[config.mk]
export PLATFORM = sky130hd
export DESIGN_NAME = ndc_key_builder
export DESIGN_NICKNAME = d
export VERILOG_FILES = /design/src/rtl/ndc_pkg.sv /design/src/rtl/ndc_key_builder.sv
export SDC_FILE = /design/constraint.sdc
export NUM_CORES = 1
export LEC_CHECK = 0
export BUFFER_PORTS_ARGS = -buffer_cell sky130_fd_sc_hd__buf_2
export CORE_MARGIN = 2
export CORE_UTILIZATION = 25
export CTS_CLUSTER_DIAMETER = 120
export DETAILED_ROUTE_END_ITERATION = 10
export GPL_TIMING_DRIVEN = 1
export PLACE_DENSITY_LB_ADDON = 0.2
export SYNTH_ARGS = -nofsm -noshare
export SYNTH_HDL_FRONTEND = slang
export SYNTH_SLANG_ARGS = --single-unit
[constraint.sdc]
create_clock -name clk_i -period 3.9 [get_ports clk_i]
set_clock_uncertainty 0.1 [all_clocks]
set_input_delay 0.39 -clock clk_i [delete_from_list [all_inputs] [get_ports clk_i]]
set_output_delay 0.39 -clock clk_i [all_outputs]
set_load 0.1 [all_outputs]
[src/rtl/ndc_pkg.sv]
// shared constants, types and helpers for the normalized id duplicate check
package ndc_pkg;

  localparam int TABLE_ENTRIES = 256;
  localparam int KEY_CHARS     = 20;

  localparam int CHAR_W      = 8;
  localparam int STATUS_W    = 2;
  localparam int COUNT_OUT_W = 9;

  localparam int LEN_W     = $clog2(KEY_CHARS + 1);
  localparam int KB_AW     = (KEY_CHARS > 1) ? $clog2(KEY_CHARS) : 1;
  localparam int CNT_W     = $clog2(TABLE_ENTRIES + 1);
  localparam int IDX_W     = (TABLE_ENTRIES > 1) ? $clog2(TABLE_ENTRIES) : 1;
  localparam int TBL_DEPTH = TABLE_ENTRIES * KEY_CHARS;
  localparam int BASE_W    = $clog2(TBL_DEPTH + 1);
  localparam int TBL_AW    = (TBL_DEPTH > 1) ? $clog2(TBL_DEPTH) : 1;

  typedef enum logic [STATUS_W-1:0] {
    STATUS_STORED = 2'd0,
    STATUS_DUP    = 2'd1,
    STATUS_EMPTY  = 2'd2,
    STATUS_FULL   = 2'd3
  } status_e;

  typedef enum logic [2:0] {
    SEQ_IDLE,
    SEQ_CHECK,
    SEQ_ENTRY,
    SEQ_LEN_CMP,
    SEQ_CHR_RD,
    SEQ_CHR_CMP,
    SEQ_STORE,
    SEQ_DONE
  } seq_state_e;

  typedef struct packed {
    logic push;
    logic clear;
  } kb_ctrl_t;

  typedef struct packed {
    logic    busy;
    logic    res_valid;
    status_e status;
  } seq_stat_t;

  function automatic logic is_blank(input logic [CHAR_W-1:0] c);
    return ((c >= 8'h09) && (c <= 8'h0d)) || (c == 8'h20);
  endfunction

  function automatic logic [CHAR_W-1:0] to_lower(input logic [CHAR_W-1:0] c);
    logic [CHAR_W-1:0] r;
    r = c;
    if ((c >= 8'h41) && (c <= 8'h5a)) r = c + 8'h20;
    return r;
  endfunction

endpackage

[src/rtl/ndc_key_builder.sv]
// key builder: normalises raw bytes into the key buffer
module ndc_key_builder (
  input  logic                        clk_i,
  input  logic                        rst_ni,
  input  ndc_pkg::kb_ctrl_t           ctrl_i,
  input  logic [ndc_pkg::CHAR_W-1:0]  char_i,
  input  logic [ndc_pkg::KB_AW-1:0]   rd_idx_i,
  output logic [ndc_pkg::CHAR_W-1:0]  rd_data_o,
  output logic [ndc_pkg::LEN_W-1:0]   key_len_o
);
  import ndc_pkg::*;

  logic [CHAR_W-1:0] buf_q [KEY_CHARS];
  logic [LEN_W-1:0]  len_q, len_d;
  logic [LEN_W-1:0]  raw_q, raw_d;
  logic              stopped_q, stopped_d;
  logic [CHAR_W-1:0] norm;
  logic              take;
  logic              keep;

  always_comb begin
    norm      = to_lower(char_i);
    take      = ctrl_i.push && !stopped_q && (raw_q < LEN_W'(KEY_CHARS));
    keep      = take && (char_i != '0) && !is_blank(norm) && (len_q < LEN_W'(KEY_CHARS));
    raw_d     = raw_q;
    len_d     = len_q;
    stopped_d = stopped_q;
    if (ctrl_i.clear) begin
      raw_d     = '0;
      len_d     = '0;
      stopped_d = 1'b0;
    end else if (take) begin
      raw_d = raw_q + LEN_W'(1);
      if (char_i == '0) stopped_d = 1'b1;
      if (keep) len_d = len_q + LEN_W'(1);
    end
  end

  always_ff @(posedge clk_i or negedge rst_ni) begin
    if (!rst_ni) begin
      raw_q     <= '0;
      len_q     <= '0;
      stopped_q <= 1'b0;
    end else begin
      raw_q     <= raw_d;
      len_q     <= len_d;
      stopped_q <= stopped_d;
    end
  end

  always_ff @(posedge clk_i) begin
    if (keep) buf_q[len_q[KB_AW-1:0]] <= norm;
  end

  assign rd_data_o = buf_q[rd_idx_i];
  assign key_len_o = len_q;

endmodule

==> impl_metrics.prom <==
# TYPE chip_impl_metric gauge
chip_impl_metric{name="detail_route.wirelength.met1",unit="mm"} 7.49
chip_impl_info{name="root_buffer",value="sky130_fd_sc_hd__clkbuf_16"} 1
chip_impl_metric{name="cts.sinks",unit=""} 171
chip_impl_metric{name="ys_async_sr_fraction",unit=""} 0.0643
chip_impl_info{name="timing.critical_path.from_type",value="primary input"} 1
chip_impl_metric{name="detailroute.wirelength.met3",unit="um"} 382
chip_impl_metric{name="initial_standard_cell_utilization_of_the_core",unit=""} 0.253
chip_impl_info{name="crit_path_end_kind",value="output pin"} 1
chip_impl_metric{name="globalRoute.totalOverflow",unit=""} 0
chip_impl_metric{name="final_cells",unit=""} 769
chip_impl_info{name="rsz0062_at_grt",value="no"} 1
chip_impl_metric{name="finalSetupViolCount",unit=""} 0
chip_impl_metric{name="clkLatencyLatePin",unit="ns"} 0.43
chip_impl_metric{name="max-clock-path-buffers",unit=""} 2
chip_impl_metric{name="timing.critical_path.arrival",unit="ns"} 2.64
chip_impl_metric{name="via_count_of_the_first_global_routing_pass",unit=""} 3665
chip_impl_metric{name="synth.ff_latch_count",unit=""} 171
chip_impl_metric{name="synth-warning-count",unit=""} 0
chip_impl_metric{name="syn_avg_cell_area",unit="um^2"} 21.0
chip_impl_metric{name="synth.yosys.seq_area_share",unit=""} 0.728
chip_impl_metric{name="track_usage",unit=""} 0.123
chip_impl_metric{name="cts_resized",unit=""} 0
chip_impl_metric{name="path_max_fanout",unit=""} 13
chip_impl_metric{name="dieArea",unit="um^2"} 29300
chip_impl_metric{name="avgViaCountPerCell",unit=""} 4.38
chip_impl_metric{name="fp.dieW",unit="um"} 171
chip_impl_metric{name="boundaryPins",unit=""} 30
chip_impl_metric{name="static-leakage-power",unit="nW"} 2.70
chip_impl_metric{name="vias",unit=""} 3368
chip_impl_metric{name="numPlacedInstances",unit=""} 736
chip_impl_metric{name="critical_path_required",unit="ns"} 3.41
chip_impl_metric{name="grt_antenna_before_repair",unit=""} 0
chip_impl_metric{name="area_growth_syn_to_layout",unit="%"} 17.6
chip_impl_metric{name="final_nets",unit=""} 401
chip_impl_info{name="hold_crit_path_type",value="in2reg"} 1
chip_impl_metric{name="synth_cell_types",unit=""} 44
chip_impl_metric{name="fraction_of_layout_cells_with_a_size_suffix_above_1",unit=""} 0.361
chip_impl_info{name="critical_path_type",value="in2out"} 1
chip_impl_metric{name="cts_inserted_buffers",unit=""} 17
chip_impl_metric{name="post_synth_instance_area",unit="um^2"} 6980
chip_impl_metric{name="core_area",unit="um^2"} 27600
chip_impl_metric{name="syn-instance-count",unit=""} 333
chip_impl_info{name="worst_path_max_delay_cell",value="sky130_fd_sc_hd__mux4_2"} 1
chip_impl_metric{name="cellPowerDensity",unit="nW/um^2"} 486
chip_impl_metric{name="worst_ir_drop_vdd",unit="V"} 0.000235
chip_impl_metric{name="synth.net_count",unit=""} 356
chip_impl_metric{name="detailroute.wirelength.met2",unit="mm"} 8.50
chip_impl_metric{name="avgRoutedWirePerCell",unit="um"} 21.5
chip_impl_metric{name="drt_pass1_iterations",unit=""} 4
chip_impl_metric{name="relSlewSlack",unit=""} 0.464
chip_impl_metric{name="post_cts_hold_buffer_count",unit=""} 1
chip_impl_metric{name="worstMarginPinSlew",unit="ns"} 0.805
chip_impl_metric{name="grt_max_degree",unit=""} 26
chip_impl_metric{name="grt_first_pass_wirelength",unit="mm"} 24.9
chip_impl_metric{name="drt-total-wl",unit="mm"} 16.5
chip_impl_metric{name="critPathMaxStageDelay",unit="ns"} 0.56
chip_impl_metric{name="fin_setup_tns",unit="ns"} 0
chip_impl_metric{name="finalCriticalPeriod",unit="ns"} 3.13
chip_impl_metric{name="detailedPlacementHpwl",unit="mm"} 11.5
chip_impl_metric{name="fmax",unit="MHz"} 319
chip_impl_info{name="synth_ff_type",value="sky130_fd_sc_hd__edfxtp_1"} 1
chip_impl_metric{name="clk_pin_slew",unit="ns"} 0.07
chip_impl_metric{name="maxCapViolCount",unit=""} 0
chip_impl_metric{name="total_power",unit="mW"} 3.99
chip_impl_metric{name="drt_first_iter_violations",unit=""} 258
chip_impl_metric{name="htree_levels",unit=""} 4
chip_impl_info{name="timing.critical_path.cells",value="buf_2 -> buf_12 -> mux4_2 -> mux4_2 -> mux2_2 -> buf_2"} 1
chip_impl_metric{name="drc_errors",unit=""} 0
chip_impl_metric{name="io_buffers",unit=""} 29
chip_impl_metric{name="post-route-period-util",unit=""} 0.803
chip_impl_metric{name="postCtsSetupBuffers",unit=""} 0
chip_impl_metric{name="final_layout_fill_cell_count",unit=""} 2757
chip_impl_metric{name="synth-edff-count",unit=""} 160
chip_impl_metric{name="finalHoldViolations",unit=""} 0
chip_impl_metric{name="antenna-diode-count",unit=""} 0
chip_impl_metric{name="place.gp.congestion",unit=""} 0.718
chip_impl_info{name="status",value="finished clean"} 1
chip_impl_metric{name="row_count",unit=""} 61
chip_impl_info{name="highest_layer",value="met4"} 1
chip_impl_info{name="layout_common_cells",value="sky130_fd_sc_hd__edfxtp_1, sky130_fd_sc_hd__mux4_2, sky130_fd_sc_hd__buf_2"} 1
chip_impl_metric{name="chipHeight",unit="um"} 171
chip_impl_info{name="clock_tree_from_tritoncts",value="yes"} 1
chip_impl_metric{name="timing.final.max_slew_violations",unit=""} 0
chip_impl_info{name="mostFrequentLayoutCell",value="sky130_fd_sc_hd__edfxtp_1"} 1
chip_impl_metric{name="ant_nets",unit=""} 0
==> cell usage after synthesis (all sizes together) (2+ instances only) <==
| cell | number | area [um^2] |
|---|---|---|
| a21o | 2 | 16.3 |
| a21oi | 2 | 10.0 |
| and2 | 7 | 43.8 |
| and3 | 15 | 101 |
| buf | 7 | 38.8 |
| clkbuf | 8 | 30.0 |
| dfrtp | 11 | 275 |
| edfxtp | 160 | 4800 |
| ha | 6 | 75.1 |
| inv | 4 | 15.0 |
| mux2 | 11 | 131 |
| mux2i | 2 | 20.0 |
| mux4 | 48 | 1080 |
| nand2 | 4 | 15.0 |
| nand3b | 2 | 15.0 |
| nor2 | 13 | 51.3 |
| nor2b | 2 | 12.5 |
| nor3 | 5 | 25.0 |
| nor3b | 5 | 42.5 |
| o21ai | 2 | 10.0 |
| or4 | 2 | 18.8 |
| xor2 | 2 | 17.5 |
==> cells by family (layout without fill, tap and decap cells) <==
family | Yosys count | count (layout) | synth area share
AOI/OAI and AO/OA | 14 | 14 | 0.0181
DFF | 171 | 171 | 0.728
adders and majority gates | 6 | 6 | 0.0108
buffers and inverters | 19 | 77 | 0.0120
xor gates and xnor gates | 3 | 3 | 0.00377
muxes | 61 | 61 | 0.177
and+or+nand+nor | 59 | 59 | 0.0509
==> path summary, 6_finish.rpt <==
kind,from,end,slack (ns),cells past startpoint
max,rd_idx_i[0],rd_data_o[3],0.77,6
min,ctrl_i[0],raw_q[2],0.20,2
max reg2reg,raw_q[2],buf_q[18][3],1.18,6
min reg2reg,stopped_q,stopped_q,0.42,2
max in group asynchronous,rst_ni,key_len_o[0],3.22,2
min in group asynchronous,rst_ni,raw_q[4],0.26,2
==> sequential cells by signal, indices dropped and copies added, names as in the netlist <==
name	cells
buf_q	160
key_len_o	5
raw_q	5
stopped_q	1
==> critical path, delay by kind of cell <==
| family | cells | cell delay [ns] |
|---|---|---|
| mux | 3 | 1.35 |
| buf+inv | 3 | 0.89 |
==> metrics by stage <==
step | instance area [um^2] | utilization | hold WS, ns | worst slack, ns
floorplan | 6980 | - | -0.00559 | 1.15
global placement | 7640 | 0.276 | 0.175 | 0.651
detailed placement | 7640 | 0.276 | 0.183 | 0.604
CTS | 8210 | 0.297 | 0.187 | 0.719
global route | 8210 | 0.297 | 0.227 | 0.673
finish | 8210 | 0.297 | 0.203 | 0.767
==> cell type report <==
class / count / area (um^2) / share of cell area
flip-flops and latches: 171 / 5080 / 0.619
multi-input cells: 143 / 1820 / 0.221
well taps: 378 / 473 / 0.0576
clock buffers: 17 / 425 / 0.0518
repair buffers: 41 / 263 / 0.0320
clock inverters: 15 / 136 / 0.0166
inverters: 4 / 15.0 / 0.00183
==> where the power goes <==
group	switching, mW	internal [mW]
clock network	0.733	0.889
logic	0.220	0.104
registers	0.00936	2.03
total	0.963	3.02
==> metal layers <==
| layer | GRT usage | vias to the layer above |
|---|---|---|
| li1 | - | 1478 |
| met3 | 0.0222 | 10 |
| met2 | 0.207 | 53 |
| met4 | 0.0438 | 0 |
| met1 | 0.158 | 1827 |
| met5 | 0 | - |
Power figures use the tool's default switching activity.
